### config.mk
export PLATFORM = sky130hd
export DESIGN_NAME = fcb_front
export DESIGN_NICKNAME = d
export VERILOG_FILES = /design/src/design/fcb_pkg.sv /design/src/design/fcb_front.sv
export SDC_FILE = /design/constraint.sdc
export NUM_CORES = 1
export LEC_CHECK = 0
export BUFFER_PORTS_ARGS = -buffer_cell sky130_fd_sc_hd__buf_2
export CORE_UTILIZATION = 45
export DETAILED_ROUTE_END_ITERATION = 8
export PLACE_DENSITY = 0.66
export RECOVER_POWER = 100
export SLEW_MARGIN = 20
export SYNTH_ARGS = -nofsm -noshare
export SYNTH_HDL_FRONTEND = slang
export SYNTH_SLANG_ARGS = --single-unit
export TNS_END_PERCENT = 1
### constraint.sdc
create_clock -name clk_i -period 6.2 [get_ports clk_i]
set_clock_uncertainty 0.05 [all_clocks]
set_input_delay 0.31 -clock clk_i [delete_from_list [all_inputs] [get_ports clk_i]]
set_output_delay 0.31 -clock clk_i [all_outputs]
set_load 0.01 [all_outputs]
### src/design/fcb_pkg.sv
// ----------------------------------------------------------------------------
// fcb_pkg
// Shared types, sizes and codes of the frame-coalescing transmit buffer.
// ----------------------------------------------------------------------------
package fcb_pkg;

  localparam int BufferBytes = 240;
  localparam int PacketBytes = 64;
  // byte ring: logical fill plus up to four packets still being read out
  localparam int MemDepth    = 512;
  localparam int MemAw       = $clog2(MemDepth);
  localparam int CntW        = $clog2(BufferBytes + 1);
  localparam int ChunkW      = $clog2(PacketBytes + 1);
  localparam int CmdDepth    = 2;
  localparam int CmdAw       = $clog2(CmdDepth);
  localparam int CmdCntW     = $clog2(CmdDepth + 1);
  localparam int OutDepth    = 4;
  localparam int OutAw       = $clog2(OutDepth);
  localparam int OutCntW     = $clog2(OutDepth + 1);
  localparam int FrameLenW   = 3;

  localparam logic [FrameLenW-1:0] StampLen  = 3'd6;
  localparam logic [FrameLenW-1:0] SampleLen = 3'd4;

  localparam logic [15:0] TsIntervalRst = 16'd1000;
  localparam logic [15:0] DividerRst    = 16'd1;
  localparam logic [7:0]  ThresholdRst  = 8'd240;
  localparam logic [15:0] TimeoutRst    = 16'd1;

  typedef enum logic [1:0] {
    CFG_TS_INTERVAL = 2'd0,
    CFG_DIVIDER     = 2'd1,
    CFG_THRESHOLD   = 2'd2,
    CFG_TIMEOUT     = 2'd3
  } fcb_cfg_idx_e;

  typedef enum logic [2:0] {
    FR_IDLE,
    FR_CALC_A,
    FR_CALC_B,
    FR_WRITE,
    FR_CMD
  } fcb_front_state_e;

  typedef struct packed {
    logic [31:0] now_ms;
    logic        link_busy;
    logic [31:0] sample_frame;
    logic [47:0] stamp_frame;
  } fcb_in_t;

  typedef struct packed {
    logic [7:0] tx_byte;
    logic       last_of_packet;
  } fcb_out_t;

  typedef struct packed {
    logic [MemAw-1:0]  start;
    logic [ChunkW-1:0] len;
  } fcb_cmd_t;

  typedef struct packed {
    logic             en;
    logic [MemAw-1:0] addr;
    logic [7:0]       data;
  } fcb_wr_t;

  function automatic logic [ChunkW-1:0] chunk_of(input logic [CntW-1:0] cnt);
    if (cnt >= CntW'(PacketBytes)) begin
      return ChunkW'(PacketBytes);
    end
    return ChunkW'(cnt);
  endfunction

endpackage

### src/design/fcb_front.sv
// ----------------------------------------------------------------------------
// fcb_front
// Step sequencer: takes one service step, decides frame queuing and packet
// release, writes frame bytes into the ring and posts packet commands.
// ----------------------------------------------------------------------------
module fcb_front import fcb_pkg::*; (
  input  logic             clk_i,
  input  logic             rst_ni,
  input  logic             push_i,
  input  fcb_in_t          in_item_i,
  output logic             full_o,
  input  logic             cfg_valid_i,
  output logic             cfg_ready_o,
  input  fcb_cfg_idx_e     cfg_index_i,
  input  logic [15:0]      cfg_data_i,
  output fcb_wr_t          wr_o,
  output logic             cmd_push_o,
  output fcb_cmd_t         cmd_o,
  input  logic             cmdq_full_i
);

  fcb_front_state_e state_q, state_d;

  logic [15:0] ts_int_q, div_q, tmo_q;
  logic [7:0]  thr_q;

  logic [CntW-1:0]  cnt_q;
  logic             forced_q;
  logic [31:0]      start_ms_q;
  logic [15:0]      fss_q, divc_q;
  logic [MemAw-1:0] head_q;

  logic [31:0]      now_q;
  logic             busy_q, age_ge_q, is_stamp_q;
  logic [47:0]      frame_q;

  logic [CntW-1:0]   cnt_a_q;
  logic              forced_a_q, restart_a_q, sent_a_q, fits_q, zero_fss_q;
  logic [ChunkW-1:0] chunk_a_q;
  logic [MemAw-1:0]  wr_base_q;

  logic              sent_q;
  logic [MemAw-1:0]  pkt_start_q;
  logic [ChunkW-1:0] pkt_len_q;
  logic [FrameLenW-1:0] wr_idx_q;

  logic                 accept;
  logic [FrameLenW-1:0] flen;

  // first half of the step: early release and overflow handling
  logic [ChunkW-1:0] chunk0;
  logic [CntW-1:0]   cnt1, cnt2;
  logic              send1, sendq, over1, fits, attempt, div_hit, forced2, restart_a;
  logic [15:0]       divc_inc, fss_n;

  // second half: flush flags and late release
  logic [CntW-1:0]   cnt3, cnt4;
  logic [ChunkW-1:0] chunk3;
  logic              age_eff, forced3, send3;

  assign accept      = push_i && !full_o;
  assign cfg_ready_o = 1'b1;
  assign flen        = is_stamp_q ? StampLen : SampleLen;

  always_comb begin
    chunk0   = chunk_of(cnt_q);
    send1    = !busy_q && (cnt_q != '0) && (forced_q || (cnt_q >= thr_q));
    cnt1     = send1 ? (cnt_q - CntW'(chunk0)) : cnt_q;
    divc_inc = divc_q + 16'd1;
    div_hit  = divc_inc >= div_q;
    attempt  = is_stamp_q || div_hit;
    over1    = attempt && (({1'b0, cnt1} + (CntW+1)'(flen)) > (CntW+1)'(BufferBytes));
    sendq    = over1 && !send1 && !busy_q && (cnt1 != '0);
    cnt2     = sendq ? (cnt1 - CntW'(chunk0)) : cnt1;
    forced2  = forced_q;
    if (send1 && (cnt1 == '0)) begin
      forced2 = 1'b0;
    end
    if (over1) begin
      forced2 = 1'b1;
    end
    if (sendq && (cnt2 == '0)) begin
      forced2 = 1'b0;
    end
    fits      = attempt && (({1'b0, cnt2} + (CntW+1)'(flen)) <= (CntW+1)'(BufferBytes));
    restart_a = (send1 && (cnt1 != '0)) || (sendq && (cnt2 != '0)) ||
                (fits && (cnt2 == '0));
    fss_n     = fits ? (is_stamp_q ? 16'd0 : (fss_q + 16'd1)) : fss_q;
  end

  always_comb begin
    cnt3    = cnt_a_q + (fits_q ? CntW'(flen) : CntW'(0));
    // a fill time restarted in this step has age zero
    age_eff = restart_a_q ? (tmo_q == 16'd0) : age_ge_q;
    forced3 = forced_a_q || (cnt3 >= thr_q) || ((cnt3 != '0) && age_eff) || zero_fss_q;
    send3   = !sent_a_q && !busy_q && (cnt3 != '0) && (forced3 || (cnt3 >= thr_q));
    chunk3  = chunk_of(cnt3);
    cnt4    = send3 ? (cnt3 - CntW'(chunk3)) : cnt3;
  end

  always_ff @(posedge clk_i or negedge rst_ni) begin
    if (!rst_ni) begin
      state_q <= FR_IDLE;
    end else begin
      state_q <= state_d;
    end
  end

  always_comb begin
    state_d    = state_q;
    full_o     = 1'b1;
    cmd_push_o = 1'b0;
    wr_o.en    = 1'b0;
    wr_o.addr  = wr_base_q + MemAw'(wr_idx_q);
    wr_o.data  = frame_q[7:0];
    unique case (state_q)
      FR_IDLE: begin
        full_o = cmdq_full_i;
        if (push_i && !cmdq_full_i) begin
          state_d = FR_CALC_A;
        end
      end
      FR_CALC_A: state_d = FR_CALC_B;
      FR_CALC_B: state_d = fits_q ? FR_WRITE : FR_CMD;
      FR_WRITE: begin
        wr_o.en = 1'b1;
        if (wr_idx_q == flen - FrameLenW'(1)) begin
          state_d = FR_CMD;
        end
      end
      FR_CMD: begin
        cmd_push_o = sent_q;
        state_d    = FR_IDLE;
      end
      default: state_d = FR_IDLE;
    endcase
  end

  assign cmd_o.start = pkt_start_q;
  assign cmd_o.len   = pkt_len_q;

  always_ff @(posedge clk_i or negedge rst_ni) begin
    if (!rst_ni) begin
      ts_int_q <= TsIntervalRst;
      div_q    <= DividerRst;
      thr_q    <= ThresholdRst;
      tmo_q    <= TimeoutRst;
    end else if (cfg_valid_i && cfg_ready_o) begin
      unique case (cfg_index_i)
        CFG_TS_INTERVAL: ts_int_q <= cfg_data_i;
        CFG_DIVIDER:     div_q    <= cfg_data_i;
        CFG_THRESHOLD:   thr_q    <= cfg_data_i[7:0];
        CFG_TIMEOUT:     tmo_q    <= cfg_data_i;
        default: ;
      endcase
    end
  end

  // architectural buffer state
  always_ff @(posedge clk_i or negedge rst_ni) begin
    if (!rst_ni) begin
      cnt_q      <= '0;
      forced_q   <= 1'b0;
      start_ms_q <= '0;
      fss_q      <= '0;
      divc_q     <= '0;
      head_q     <= '0;
      sent_q     <= 1'b0;
    end else begin
      if (state_q == FR_CALC_A) begin
        fss_q <= fss_n;
        if (!is_stamp_q) begin
          divc_q <= div_hit ? 16'd0 : divc_inc;
        end
      end
      if (state_q == FR_CALC_B) begin
        cnt_q    <= cnt4;
        forced_q <= (send3 && (cnt4 == '0)) ? 1'b0 : forced3;
        if (restart_a_q || (send3 && (cnt4 != '0))) begin
          start_ms_q <= now_q;
        end
        sent_q <= sent_a_q || send3;
        if (sent_a_q) begin
          head_q <= head_q + MemAw'(chunk_a_q);
        end else if (send3) begin
          head_q <= head_q + MemAw'(chunk3);
        end
      end
    end
  end

  // per-step working registers
  always_ff @(posedge clk_i) begin
    if (accept) begin
      now_q      <= in_item_i.now_ms;
      busy_q     <= in_item_i.link_busy;
      age_ge_q   <= (in_item_i.now_ms - start_ms_q) >= {16'd0, tmo_q};
      is_stamp_q <= fss_q >= ts_int_q;
      frame_q    <= (fss_q >= ts_int_q) ? in_item_i.stamp_frame
                                        : {16'd0, in_item_i.sample_frame};
    end
    if (state_q == FR_CALC_A) begin
      cnt_a_q     <= cnt2;
      forced_a_q  <= forced2;
      restart_a_q <= restart_a;
      sent_a_q    <= send1 || sendq;
      chunk_a_q   <= chunk0;
      fits_q      <= fits;
      zero_fss_q  <= fits && (fss_n == 16'd0);
      // ring tail does not move with a release
      wr_base_q   <= head_q + MemAw'(cnt_q);
      wr_idx_q    <= '0;
    end
    if (state_q == FR_CALC_B) begin
      pkt_start_q <= head_q;
      pkt_len_q   <= sent_a_q ? chunk_a_q : chunk3;
    end
    if (state_q == FR_WRITE) begin
      frame_q  <= frame_q >> 8;
      wr_idx_q <= wr_idx_q + FrameLenW'(1);
    end
  end

  a_cmd_room: assert property (@(posedge clk_i) disable iff (!rst_ni)
    (state_q == FR_CMD && sent_q) |-> !cmdq_full_i)
    else $error("packet command posted into a full queue");

  a_fill_bound: assert property (@(posedge clk_i) disable iff (!rst_ni)
    cnt_q <= CntW'(BufferBytes))
    else $error("fill count above buffer size");

  a_pkt_len: assert property (@(posedge clk_i) disable iff (!rst_ni)
    (state_q == FR_CALC_B && (sent_a_q || send3)) |=>
      (pkt_len_q != '0) && (pkt_len_q <= ChunkW'(PacketBytes)))
    else $error("released packet has bad length");

endmodule

==> summary.txt <==
GRT
  – GRT Overall Usage: 21.9%
  – Initial antenna violation count: 3
  – Gr ovfl total: 0
  – Pin count of the biggest net entering global routing: 92
  – Vias in the first global route: 13300
  – First-pass GRT wire length: 68000 µm

Clock network
  – Clock buffer depth: 3
  – CTS Sinks: 273
  – Skew-Pair Late Insertion Delay: 0.56 ns
  – H-tree levels: 1
  – Num CTS Buffers: 30
  – Clock slew at reported path FFs: 0.06 ns
  – Root buf cell: clkbuf_16
  – CTS tree: done

Layout
  – Area growth syn-to-layout: 17.5%
  – Final Net Count: 2173
  – Multi-input gate area: 8650 µm²
  – Reg area: 7420 µm²
  – Share of cells above drive strength 1: 15.6%
  – Fin util: 53.8%
  – Filler Cell Count: 3295

Routing
  – DR vias: 13600
  – Initial DRT Pass Iterations: 5
  – Routed Antenna Nets: 0
  – Routed len/inst: 17.6 µm
  – Routed WL: 42300 µm
  – Initial DRC count: 839
  – Remaining DRCs: 0
  – Via density: 5.68

Worst setup path
  – CP max FO: 10
  – Required @ worst endpoint: 6.54 ns
  – Critical Path Slowest Stage Cell: or4_1
  – CP endpoint kind: register
  – R2R setup slack: 0.28 ns
  – Crit path launch type: register
  – Largest stage delay, worst path: 0.52 ns
  – CP Class: register to register
  – Arrival time worst endpoint: 6.26 ns

Logic synthesis
  – Mapped Area: 16800 µm²
  – Number of enable flip-flop cells after synthesis: 123
  – Post-synth top area cell: edfxtp_1
  – FF+latch count, synth: 273
  – Post-synth top flop: dfrtp_1
  – Top cells by area in the synthesized netlist: edfxtp_1 (22%), dfrtp_1 (19%), ha_1 (9.7%), mux2_2 (5.2%), nand2_1 (3.7%)
  – Count leader, synth: nand2_1
  – Synth Warn #: 0
  – Netlist cell types: 85
  – Async set-or-reset flop fraction in the synthesized netlist: 52.0%
  – Post-Syn Instances: 1682
  – Sequential-to-total area share from yosys stat: 44.1%
  – Avg Cell Area, Syn: 10.0 µm²
  – Top cell type's share of synthesized area: 22.0%
  – Post-synth top cells: nand2_1 (166), inv_1 (152), dfrtp_1 (130), ha_1 (130), edfxtp_1 (123)

Run status
  – Status: finished, violations left
  – Failing checks: capacitance limit, slew limit

Timing
  – Fin crit share: 95.5%
  – PnR worst setup slack: 0.281 ns
  – Worst-margin pin slew: 2.75 ns
  – Fmax: 0.169 GHz
  – Final Hold Vio Count: 0
  – Slew margin rel.: -83.5%
  – Fin crit period: 5.92 ns
  – Setup-failing EPs final: 0
  – Slew Limit Fails: 279

Placement
  – Gp weighted congestion: 0.946
  – Worst slack, placed: 0.00473 ns
  – PortBufs: 171
  – Hpwl dp: 30000 µm

Die
  – Core Area: 36700 µm²
  – Chip Height: 195 µm
  – Die Wd: 195 µm
  – Die Area: 38200 µm²
  – Row cnt: 70
  – Ports: 173
  – Initial Utilization: 45.8%

Pwr
  – Leak pwr: 8.48 nW
  – Pwr dens: 498 nW/µm²
  – Worst VDD drop: 0.370 mV

Flow run
  – Maxcap violations: 6

Min path
  – Hold crit path type: input port to register
-- registers in the layout, indices dropped and copies added (netlist names), 9 cells and up --
name and flops:
head_q 9, pkt_start_q 9, now_q 32, start_ms_q 32
ts_int_q 16, div_q 16, wr_base_q 9, fss_q 16
tmo_q 16, frame_q 48, divc_q 16
-- timing repair --
action                                  4_1_cts  5_1_grt
gates resized for setup                       0       30
endpoints found under the hold margin       156        0
endpoints found under the setup margin        1       18
pin swaps                                     1       10
hold buffers                                 54        0
setup buffers                                 0        6
-- layer usage --
metal / track usage (%) / wire length, µm
met4: 5.48 / 931
met2: 37.2 / 20200
met1: 29.2 / 18800
met5: 0 / 16
met3: 3.35 / 2290
-- stage by stage --
step / hold WS (ns) / cells / setup TNS, ns / total power [W] / area, µm²
finish: 0.0472 / 2395 / 0 / 0.00984 / 19800
global route: 0.0511 / 2395 / -0.0246 / 0.0106 / 19800
CTS: 0.0231 / 2387 / 0 / 0.00977 / 19700
detailed placement: 0.404 / 2277 / 0 / 0.00795 / 18200
global placement: 0.401 / 2277 / 0 / 0.00783 / 18200
floorplan: -0.0356 / 1684 / 0 / 0.00662 / 16800
-- final timing paths --
path | start | endpoint | cells past startpoint
worst max-delay path | cnt_q[1] | zero_fss_q | 25
worst min-delay path | cfg_data_i[1] | ts_int_q[1] | 3
worst max register to register | cnt_q[1] | zero_fss_q | 25
worst min register to register | frame_q[44] | frame_q[44] | 1
max in group asynchronous | rst_ni | divc_q[14] | 3
min in group asynchronous | rst_ni | start_ms_q[23] | 2
-- worst max-delay path, delay by kind of cell, from the launching register on --
family | cells | cell delay [ns]
buffers and inverters | 2 | 0.57
adders and majority gates | 4 | 1.08
AOI/OAI and AO/OA | 7 | 1.19
and+or+nand+nor | 11 | 2.20
muxes | 1 | 0.29
DFF | 1 | 0.38
-- kinds of logic after synthesis --
group / share of synthesized area (%)
buffers and inverters: 5.46
and+or+nand+nor: 13.8
xor gates and xnor gates: 3.54
adders and majority gates: 10.5
AOI/OAI and AO/OA: 16.6
DFF: 44.1
muxes: 5.97
other: 0.0223
-- power breakdown --
part / switching [W] / total, W / internal [W] / leakage [nW]
clock network: 0.000730 / 0.00175 / 0.00102 / 0.477
registers: 0.000379 / 0.00303 / 0.00265 / 2.92
logic: 0.00295 / 0.00506 / 0.00211 / 5.08
total: 0.00406 / 0.00984 / 0.00578 / 8.48
-- area by class of cell --
class	count	area share [%]
multi-input cells	1180	43.8
flip-flops and latches	273	37.6
repair buffers	261	7.82
clock buffers	41	4.22
well taps	468	2.96
inverters	155	2.94
clock inverters	15	0.671
diodes	2	0.0253
-- cell usage in the layout (no fill, tap or decap), types with 77 or more instances in the layout --
cell      netlist  routed
nor2_1        100      98
mux2_2         77      77
edfxtp_1      123     123
o21ai_0        93      93
buf_2           8      93
clkbuf_1       57      93
nand2_1       166     166
ha_1          130     127
dfrtp_1       130     129
inv_1         152     151
(Power assumes the default switching activity.)
