$ cat config.mk
export PLATFORM = sky130hd
export DESIGN_NAME = fcb_cmd_queue
export DESIGN_NICKNAME = d
export VERILOG_FILES = /design/src/design/fcb_pkg.sv /design/src/design/fcb_cmd_queue.sv
export SDC_FILE = /design/constraint.sdc
export NUM_CORES = 1
export LEC_CHECK = 0
export BUFFER_PORTS_ARGS = -buffer_cell sky130_fd_sc_hd__buf_4
export CAP_MARGIN = 25
export CELL_PAD_IN_SITES_DETAIL_PLACEMENT = 1
export CELL_PAD_IN_SITES_GLOBAL_PLACEMENT = 1
export CORE_ASPECT_RATIO = 1.25
export CORE_UTILIZATION = 46
export CTS_BUF_LIST = sky130_fd_sc_hd__clkbuf_8
export CTS_CLUSTER_DIAMETER = 30
export CTS_CLUSTER_SIZE = 20
export DETAILED_ROUTE_END_ITERATION = 10
export PLACE_DENSITY_LB_ADDON = 0.2
export SYNTH_ARGS = -nofsm -noshare
export SYNTH_HDL_FRONTEND = slang
export SYNTH_SLANG_ARGS = --single-unit
$ cat constraint.sdc
create_clock -name clk_i -period 5 [get_ports clk_i]
set_clock_uncertainty 0.15 [all_clocks]
set_input_delay 0.25 -clock clk_i [delete_from_list [all_inputs] [get_ports clk_i]]
set_output_delay 0.25 -clock clk_i [all_outputs]
set_load 0.005 [all_outputs]
$ cat src/design/fcb_pkg.sv
// ----------------------------------------------------------------------------
// fcb_pkg
// Shared types, sizes and codes of the frame-coalescing transmit buffer.
// ----------------------------------------------------------------------------
package fcb_pkg;

  localparam int BufferBytes = 240;
  localparam int PacketBytes = 64;
  // byte ring: logical fill plus up to four packets still being read out
  localparam int MemDepth    = 512;
  localparam int MemAw       = $clog2(MemDepth);
  localparam int CntW        = $clog2(BufferBytes + 1);
  localparam int ChunkW      = $clog2(PacketBytes + 1);
  localparam int CmdDepth    = 2;
  localparam int CmdAw       = $clog2(CmdDepth);
  localparam int CmdCntW     = $clog2(CmdDepth + 1);
  localparam int OutDepth    = 4;
  localparam int OutAw       = $clog2(OutDepth);
  localparam int OutCntW     = $clog2(OutDepth + 1);
  localparam int FrameLenW   = 3;

  localparam logic [FrameLenW-1:0] StampLen  = 3'd6;
  localparam logic [FrameLenW-1:0] SampleLen = 3'd4;

  localparam logic [15:0] TsIntervalRst = 16'd1000;
  localparam logic [15:0] DividerRst    = 16'd1;
  localparam logic [7:0]  ThresholdRst  = 8'd240;
  localparam logic [15:0] TimeoutRst    = 16'd1;

  typedef enum logic [1:0] {
    CFG_TS_INTERVAL = 2'd0,
    CFG_DIVIDER     = 2'd1,
    CFG_THRESHOLD   = 2'd2,
    CFG_TIMEOUT     = 2'd3
  } fcb_cfg_idx_e;

  typedef enum logic [2:0] {
    FR_IDLE,
    FR_CALC_A,
    FR_CALC_B,
    FR_WRITE,
    FR_CMD
  } fcb_front_state_e;

  typedef struct packed {
    logic [31:0] now_ms;
    logic        link_busy;
    logic [31:0] sample_frame;
    logic [47:0] stamp_frame;
  } fcb_in_t;

  typedef struct packed {
    logic [7:0] tx_byte;
    logic       last_of_packet;
  } fcb_out_t;

  typedef struct packed {
    logic [MemAw-1:0]  start;
    logic [ChunkW-1:0] len;
  } fcb_cmd_t;

  typedef struct packed {
    logic             en;
    logic [MemAw-1:0] addr;
    logic [7:0]       data;
  } fcb_wr_t;

  function automatic logic [ChunkW-1:0] chunk_of(input logic [CntW-1:0] cnt);
    if (cnt >= CntW'(PacketBytes)) begin
      return ChunkW'(PacketBytes);
    end
    return ChunkW'(cnt);
  endfunction

endpackage

$ cat src/design/fcb_cmd_queue.sv
// ----------------------------------------------------------------------------
// fcb_cmd_queue
// Short queue of packet commands between the step sequencer and the sender.
// ----------------------------------------------------------------------------
module fcb_cmd_queue import fcb_pkg::*; (
  input  logic     clk_i,
  input  logic     rst_ni,
  input  logic     push_i,
  input  fcb_cmd_t data_i,
  output logic     full_o,
  output logic     valid_o,
  output fcb_cmd_t data_o,
  input  logic     pop_i
);

  fcb_cmd_t           slot_q [CmdDepth];
  logic [CmdAw-1:0]   wr_ptr_q, rd_ptr_q;
  logic [CmdCntW-1:0] cnt_q;
  logic               do_push, do_pop;

  assign full_o  = cnt_q == CmdCntW'(CmdDepth);
  assign valid_o = cnt_q != '0;
  assign data_o  = slot_q[rd_ptr_q];
  assign do_push = push_i && !full_o;
  assign do_pop  = pop_i && valid_o;

  always_ff @(posedge clk_i or negedge rst_ni) begin
    if (!rst_ni) begin
      wr_ptr_q <= '0;
      rd_ptr_q <= '0;
      cnt_q    <= '0;
    end else begin
      if (do_push) begin
        wr_ptr_q <= (wr_ptr_q == CmdAw'(CmdDepth - 1)) ? '0 : wr_ptr_q + CmdAw'(1);
      end
      if (do_pop) begin
        rd_ptr_q <= (rd_ptr_q == CmdAw'(CmdDepth - 1)) ? '0 : rd_ptr_q + CmdAw'(1);
      end
      case ({do_push, do_pop})
        2'b10:   cnt_q <= cnt_q + CmdCntW'(1);
        2'b01:   cnt_q <= cnt_q - CmdCntW'(1);
        default: cnt_q <= cnt_q;
      endcase
    end
  end

  always_ff @(posedge clk_i) begin
    if (do_push) begin
      slot_q[wr_ptr_q] <= data_i;
    end
  end

endmodule

==> metrics, run 1 <==
status finished, final reports clean; CP arrival 1660 ps; Synth cell types 14; complex-gate fraction of the synthesized area 0%; # DRC 0; DP Worst Slack 3241 ps; Worst-path clk slew 70 ps; Ports 38; PD cells 525.9 mW/mm^2; Max FO, Critical Path 17; mean routed wirelength per cell 17.36 um; crit path capture type primary output; synthesized area 0.001363 sq mm; simple-gate share of the synthesized area 2.847%; Crit Path Category reg2out; unrepaired setup endpoints after global routing no; PortBufs 37; postcts setup bufs 0; Diodes inserted 0; GRT Max-Usage Layer met2; met3 Use GR 5.839%; Area after DPL 0.001668 sq mm; Hold WC Path Type in2reg; first-iteration detailed-routing DRC count 25; adder-cell share of the synthesized area 0.9183%; setup TNS 0 ps; Initial Util 49.39%; initial antenna violation count 0; first-pass GRT wire length 4153 um; CP max-delay cell dfrtp_1; final WL 2813 um; Post-Place Cells 138; htree depth 2; Final nets 148; largest net degree at the start of global routing 18; Antenna Nets Post-Route 0; Overflow after GRT 0; CTS tree built; Post-Layout Cell Count 162; chip width 50.68 um; via count 800; Max Fclk 485.3 MHz; Core ar. 0.002759 sq mm; Fill cells 250; cts bufs inserted 5; CP max stage delay 800 ps; detailed-placement wirelength estimate 1423 um; yosys warns 0; vias per cell 4.938; fraction of layout cells with a size suffix above 1 48.44%; utilization after layout 69.89%; CP required 4600 ps; root buf cell clkbuf_8; Tmin final 2061 ps; max-slew violation count 0; maxcap violations 0; multiplexer area fraction after synthesis 13.22%; Clock Tree Buf Depth 2; grt met2 use 35.00%; Yosys reg bits 36; synthesized netlist net count 89; synthesized-area fraction occupied by xor and xnor cells 3.214%; Worst-Skew Late Latency 280 ps; P&R area growth vs syn 41.51%; critical path, cell by cell mux2_2 -> buf_4; largest family of logic cells by synthesized area multiplexers; met1 Track Usage GR 19.57%; Post-Synthesis Cells 68; Die ar. 0.003185 sq mm; clock sinks 36; DIE HEIGHT 62.85 um; CP Launch Type register; vias in the first global route 847; Slew headroom 50.74%; Leak 0.7648 nW; syn_area_per_cell 20.04 sq um; gp weighted congestion 0.6185; Final Hold Viols 0; post-route setup slack 2939 ps; final instance area 0.001928 sq mm; Total Routing Usage GR 18.92%; sequential area share after synthesis 77.87%; worst IR drop on VDD 0.3783 mV; crit share post-route 41.21%; drt pass-1 iters 4; final setup fails 0; Worst-Margin Slew 738.9 ps; row count 21
layer usage:
metal | part of all wire (%) | vias up
li1 | - | 370
met1 | 37 | 403
met2 | 58 | 23
met3 | 3.9 | 4
met4 | 1.2 | 0
met5 | 0 | -
cells in the mapped netlist:
library cell  count  area share [%]
mux2_2           16              13
inv_1             1            0.28
ha_1              1            0.92
and2_4            1            0.64
edfxtp_1         32              71
buf_6             2             1.7
xor2_1            2             1.3
or2_1             1            0.46
and3_1            1            0.46
xnor2_1           3             1.9
nand2b_1          1            0.46
dfrtp_1           4             7.3
nand2_1           1            0.28
nor2_1            2            0.55
kinds of logic (layout without fill, tap and decap cells):
| kind of cell | after synthesis | count (layout) |
|---|---|---|
| xor gates and xnor gates | 5 | 5 |
| adders and majority gates | 1 | 1 |
| buffers and inverters | 3 | 63 |
| DFF | 36 | 36 |
| muxes | 16 | 16 |
| and+or+nand+nor | 7 | 7 |
cells in the final DEF, fill, tap and decap left out, drive strengths merged:
master       instances
and2                 1
dlygate4sd3         16
mux2                16
dfrtp                4
nand2b               1
nor2                 2
nand2                1
xnor2                3
edfxtp              32
clkbuf               7
ha                   1
xor2                 2
and3                 1
or2                  1
inv                  2
buf                 38
critical path: cells and delay by family (launching register included):
| family | cells | cell delay (ps) |
|---|---|---|
| buffers and inverters | 1 | 140 |
| DFF | 1 | 800 |
| muxes | 1 | 430 |
worst paths after layout:
path	slack (ps)	from	endpoint	depth (start not counted)
setup / recovery	2940	rd_ptr_q	data_o[9]	2
hold / removal	6	data_i[3]	slot_q[0][3]	1
setup reg to reg	3200	cnt_q[0]	slot_q[1][12]	2
hold reg to reg	370	cnt_q[1]	cnt_q[1]	1
max in group asynchronous	4460	rst_ni	wr_ptr_q	2
min in group asynchronous	140	rst_ni	rd_ptr_q	2
layout make-up:
type,count,area [sq um],area share (%)
clock inverters,1,3.754,0.1947
inverters,1,3.754,0.1947
flip-flops and latches,36,1061,55.03
multi-input cells,29,275.3,14.28
repair buffers,54,445.4,23.10
well taps,34,42.54,2.206
clock buffers,7,96.34,4.997
state kept, by name, summed over array words and instances (netlist names):
signal	cells
wr_ptr_q	1
slot_q	32
rd_ptr_q	1
cnt_q	2
power by group:
group | switching, mW | leakage (nW) | total, mW | internal, mW
clock | 0.0971 | 0.0557 | 0.221 | 0.124
sequential | 0.0544 | 0.344 | 0.470 | 0.416
combinational | 0.132 | 0.365 | 0.323 | 0.191
metrics by stage:
step | hold WS, ps | total power, mW
final | 5.751 | 1.014
after CTS | 1.795 | 0.9999
after global placement | -100.0 | 0.7629
after global routing | 0.1890 | 1.055
after floorplan | -195.6 | 0.6378
after detailed placement | -99.45 | 0.7743
repair_timing:
| item | 4_1_cts | 5_1_grt |
|---|---|---|
| hold endpoints to repair | 30 | 3 |
| setup endpoints to repair | 0 | 0 |
| hold buffers | 14 | 2 |
| resized for setup | 0 | 0 |
No activity file was read; power rests on OpenSTA's default activity.
==> run 2, diff against run 1 <==
CORE_UTILIZATION = 44   (was 46)
clock period = 1.97 ns   (was 5 ns; I/O delays follow)
==> metrics, run 2 (synthesized netlist as in run 1, its figures left out) <==
CP max-delay cell dfrtp_1 (unchanged); post-route setup slack 230.5 ps (was 2939 ps); final setup fails 0 (unchanged); CP Launch Type register (unchanged); maxcap violations 0 (unchanged); first-iteration detailed-routing DRC count 16 (was 25); Final Hold Viols 0 (unchanged); CP required 1720 ps (was 4600 ps); Hold WC Path Type reg2reg (was in2reg); drt pass-1 iters 3 (was 4); Fill cells 274 (was 250); CP max stage delay 530 ps (was 800 ps); CP bufs+invs 2 (was 1); Core ar. 0.002945 sq mm (was 0.002759 sq mm); mean routed wirelength per cell 15.29 um (was 17.36 um); # DRC 0 (unchanged); Max Fclk 574.9 MHz; crit share post-route 88.30%; Post-Layout Cell Count 172 (was 162); Overflow after GRT 0 (unchanged); CTS tree built (unchanged); vias per cell 4.669 (was 4.938); P&R area growth vs syn 46.37% (was 41.51%); commonest non-fill, non-tap cells in the layout 41 x buf_4, 32 x edfxtp_1, 20 x dlygate4sd3_1 (was 38 x buf_4, 32 x edfxtp_1, 16 x mux2_2, 16 x dlygate4sd3_1, 7 x clkbuf_8); vias in the first global route 885 (was 847); Clock Tree Buf Depth 2 (unchanged); Max FO, Critical Path 12 (was 17); detailed-placement wirelength estimate 1709 um (was 1423 um); Resize count post-CTS 0 (unchanged); Slew headroom 77.98% (was 50.74%); cts bufs inserted 5 (unchanged); Post-Place Cells 144 (was 138); Top reg by flops slot_q (unchanged); fraction of layout cells with a size suffix above 1 47.79% (was 48.44%); Final nets 156 (was 148); Ports 38 (unchanged); first-pass GRT wire length 4222 um (was 4153 um); PD cells 1279 mW/mm^2 (was 525.9 mW/mm^2); largest net degree at the start of global routing 13 (was 18); Worst-Skew Late Latency 280 ps (about the same); setup TNS 0 ps (unchanged); PortBufs 37 (unchanged); chip width 51.78 um (was 50.68 um); DP Worst Slack 305.5 ps (was 3241 ps); Diodes inserted 0 (unchanged); DIE HEIGHT 64.22 um (was 62.85 um); clock sinks 36 (unchanged); worst IR drop on VDD 0.8671 mV (was 0.3783 mV); crit path capture type primary output (unchanged); Tot Pwr 2.552 mW (was 1.014 mW); Initial Util 46.26% (was 49.39%); htree depth 2 (unchanged); critical path, cell by cell buf_12 -> mux2_2 -> buf_4 (was mux2_2 -> buf_4); via count 803 (was 800); Leak 0.8013 nW (was 0.7648 nW); max reg flops 32 (unchanged); initial antenna violation count 0 (unchanged); biggest regs slot_q: 32 flops, cnt_q: 2 flops (unchanged); row count 22 (was 21); Die ar. 0.003325 sq mm (was 0.003185 sq mm); gp weighted congestion 0.6142 (was 0.6185); max-slew violation count 0 (unchanged); Tmin final 1740 ps; final WL 2630 um (was 2813 um); commonest non-fill, non-tap cell in the layout buf_4 (unchanged); Total Routing Usage GR 18.66% (was 18.92%); CP arrival 1490 ps (was 1660 ps); Worst-Margin Slew 330.3 ps (was 738.9 ps); Antenna Nets Post-Route 0 (unchanged); Crit Path Category reg2out (unchanged); Worst-path clk slew 60 ps (was 70 ps); kind of cell adding the most delay to the critical path flip-flops (unchanged); unrepaired setup endpoints after global routing no (unchanged); root buf cell clkbuf_8 (unchanged); status finished, final reports clean (unchanged)
[run 2: cell types whose count changed in the layout (fill, tap and decap cells not counted)]
cell	previous run	this run
dlygate4sd3_1	16	20
buf_4	38	41
clkbuf_8	7	5
buf_12	0	1
clkinv_2	0	1
inv_1	2	3
[run 2: final timing paths]
check                         start         to  slack [ps]  cells after the start
setup / recovery           rd_ptr_q  data_o[6]         230                      3
hold / removal             wr_ptr_q   wr_ptr_q         350                      1
setup reg to reg           cnt_q[0]   cnt_q[1]         230                      5
hold reg to reg            wr_ptr_q   wr_ptr_q         350                      1
max in group asynchronous    rst_ni   cnt_q[1]         940                      3
min in group asynchronous    rst_ni   rd_ptr_q         560                      3
[run 2: through the flow]
step,hold slack [ps],util (%),instance area [sq um]
after floorplan,-347.1,-,1363
final,354.0,67.71,1994
after detailed placement,-252.0,58.16,1713
after CTS,360.9,67.71,1994
after global routing,393.6,67.71,1994
after global placement,-254.7,58.16,1713
[run 2: what timing repair did]
action	in CTS	in global routing
buffers inserted	0	0
hold endpoints to repair	38	0
hold buffers	20	0
[run 2: final cells by class]
type	instances	area [sq um]	share of cell area, %
Timing Repair Buffer	62	528.0	26.47
Multi-Input combinational cell	29	275.3	13.80
Inverter	1	3.754	0.1882
Tap cell	36	45.04	2.258
Sequential cell	36	1061	53.20
Clock inverter	3	12.51	0.6274
Clock buffer	5	68.82	3.450
[run 2: worst reg2reg max path, stage by stage, from the launching register on]
cell	delay, ps
dfrtp_1	420
or2_1	250
and2_4	170
ha_1	320
nor2_1	160
xor2_1	180
[run 2: report_power, final]
| part | internal (mW) | switching, mW |
|---|---|---|
| Sequential | 1.06 | 0.0970 |
| Clock | 0.237 | 0.238 |
| Combinational | 0.553 | 0.372 |
[run 2: layer usage]
metal	wire length (um)	track usage (%)
met3	119	5.714
met1	992	20.71
met5	0	0
met4	55	8.108
met2	1463	32.14
==> run 3, diff against run 2 <==
CORE_ASPECT_RATIO = 0.7   (was 1.25)
CORE_UTILIZATION = 42   (was 44)
CTS_BUF_LIST = unset   (was sky130_fd_sc_hd__clkbuf_8)
==> metrics, run 3 (synthesized netlist as in run 1, its figures left out) <==
status finished, final reports clean (unchanged); Antenna Nets Post-Route 0 (unchanged); commonest non-fill, non-tap cell in the layout buf_4 (unchanged); Worst Hold Path EP cnt_q[1] (was wr_ptr_q); Max FO, Critical Path 3 (was 12); Initial Util 46.30% (was 46.26%); chip width 70.08 um (was 51.78 um); mean routed wirelength per cell 17.52 um (was 15.29 um); CP arrival 1760 ps (was 1490 ps); crit share post-route 86.15% (was 88.30%); root buf cell clkbuf_8 (unchanged); Slew headroom 81.75% (was 77.98%); detailed-placement wirelength estimate 1948 um (was 1709 um); PortBufs 37 (unchanged); Top reg by flops slot_q (unchanged); DIE HEIGHT 49.66 um (was 64.22 um); clock sinks 36 (unchanged); commonest non-fill, non-tap cells in the layout 41 x buf_4, 32 x edfxtp_1, 20 x dlygate4sd3_1 (unchanged); Clock Tree Buf Depth 2 (unchanged); max reg flops 32 (unchanged); first-pass GRT wire length 4602 um (was 4222 um); via count 832 (was 803); row count 16 (was 22); final setup fails 0 (unchanged); gp weighted congestion 0.7152 (was 0.6142); Die ar. 0.003480 sq mm (was 0.003325 sq mm); worst IR drop on VDD 0.7471 mV (was 0.8671 mV); Total Routing Usage GR 19.12% (was 18.66%); maxcap violations 0 (unchanged); Worst-path clk slew 70 ps (was 60 ps); initial antenna violation count 0 (unchanged); htree depth 2 (unchanged); CP Launch Type register (unchanged); final WL 3013 um (was 2630 um); Hold Path Cell Cnt 1 (unchanged); Final nets 156 (unchanged); max-slew violation count 0 (unchanged); vias per cell 4.837 (was 4.669); Worst-Skew Late Latency 280 ps (about the same); Area after DPL 0.001713 sq mm (unchanged); final instance area 0.001993 sq mm (was 0.001994 sq mm); # DRC 0 (unchanged); Diodes inserted 0 (unchanged); Overflow after GRT 0 (unchanged); first-iteration detailed-routing DRC count 21 (was 16); Hold WC Path Type reg2reg (unchanged); Resize count post-CTS 0 (unchanged); Worst-Margin Slew 273.8 ps (was 330.3 ps); Ports 38 (unchanged); drt pass-1 iters 4 (was 3); CTS tree built (unchanged); unrepaired setup endpoints after global routing no (unchanged); Worst Hold Launch cnt_q[1] (was wr_ptr_q); biggest regs slot_q: 32 flops, cnt_q: 2 flops (unchanged); Final Hold Viols 0 (unchanged); cts bufs inserted 5 (unchanged); Max Fclk 589.2 MHz (was 574.9 MHz); largest net degree at the start of global routing 14 (was 13); fraction of layout cells with a size suffix above 1 47.06% (was 47.79%); Leak 0.7907 nW (was 0.8013 nW); PD cells 1290 mW/mm^2 (was 1279 mW/mm^2); RR Endpoint cnt_q[1] (unchanged); vias in the first global route 960 (was 885); worst reg2reg startpoint cnt_q[1] (was cnt_q[0]); CP required 2030 ps (was 1720 ps); R2R Setup Slk 270 ps (was 230 ps); reg2reg path depth 5 (unchanged); setup TNS 0 ps (unchanged); Tmin final 1697 ps (was 1740 ps); Crit Path Category reg2reg (was reg2out); crit path capture type register (was primary output); P&R area growth vs syn 46.28% (was 46.37%); Core ar. 0.002943 sq mm (was 0.002945 sq mm)
-- run 3: per-stage QoR --
stage | instances | total power, mW | util [%] | worst slack [ps] | hold slack [ps]
2_1_floorplan | 68 | 1.619 | - | 108.6 | -347.1
3_3_place_gp | 144 | 2.019 | 58.21 | 378.8 | -249.9
4_1_cts | 172 | 2.594 | 67.73 | 257.2 | 350.9
3_5_place_dp | 144 | 2.070 | 58.21 | 289.9 | -245.8
6_report | 172 | 2.571 | 67.73 | 272.9 | 357.5
5_1_grt | 172 | 2.715 | 67.73 | 177.2 | 382.6
-- run 3: worst max-delay path: stages (launching register included) --
cell	delay (ps)
dfrtp_1	410
or2_1	270
and2_4	170
ha_1	320
nor2_1	150
xor2_1	150
-- run 3: cell type report --
| cell class | instances | area (sq um) |
|---|---|---|
| tap | 36 | 45.04 |
| clock inverter | 1 | 3.754 |
| multi-input combinational | 29 | 275.3 |
| clock buffer | 7 | 76.32 |
| fill | 276 | 949.7 |
| sequential | 36 | 1061 |
| inverter | 1 | 3.754 |
| timing repair buffer | 62 | 528.0 |
-- run 3: per-layer routing --
metal | vias to the layer above | share of wire [%] | wire, um | track usage [%]
li1 | 387 | - | - | -
met1 | 414 | 39 | 1177 | 19.41
met2 | 27 | 55 | 1648 | 33.81
met3 | 4 | 5.0 | 150 | 8.589
met4 | 0 | 1.2 | 37 | 9.000
met5 | - | 0 | 0 | 0
-- run 3: report_power, final --
group | total [mW] | switching, mW | internal [mW]
clock network | 0.492 | 0.246 | 0.246
registers | 1.15 | 0.0927 | 1.06
logic | 0.932 | 0.379 | 0.553
total | 2.57 | 0.717 | 1.85
-- run 3: how the worst max path moves through the flow --
stage          slack, ps      endpoint  startpoint  cells past startpoint
2_1_floorplan        110  slot_q[0][0]    cnt_q[0]                      3
3_3_place_gp         380      cnt_q[1]    cnt_q[1]                      5
3_5_place_dp         290      cnt_q[1]    cnt_q[0]                      5
4_1_cts              260     data_o[0]    rd_ptr_q                      3
5_1_grt              180      cnt_q[1]    cnt_q[0]                      5
6_report             270      cnt_q[1]    cnt_q[1]                      5
-- run 3: timing repair --
| item | 4_1_cts | 5_1_grt |
|---|---|---|
| buffers inserted | 0 | 0 |
| hold buffers | 20 | 0 |
| hold endpoints to repair | 38 | 0 |
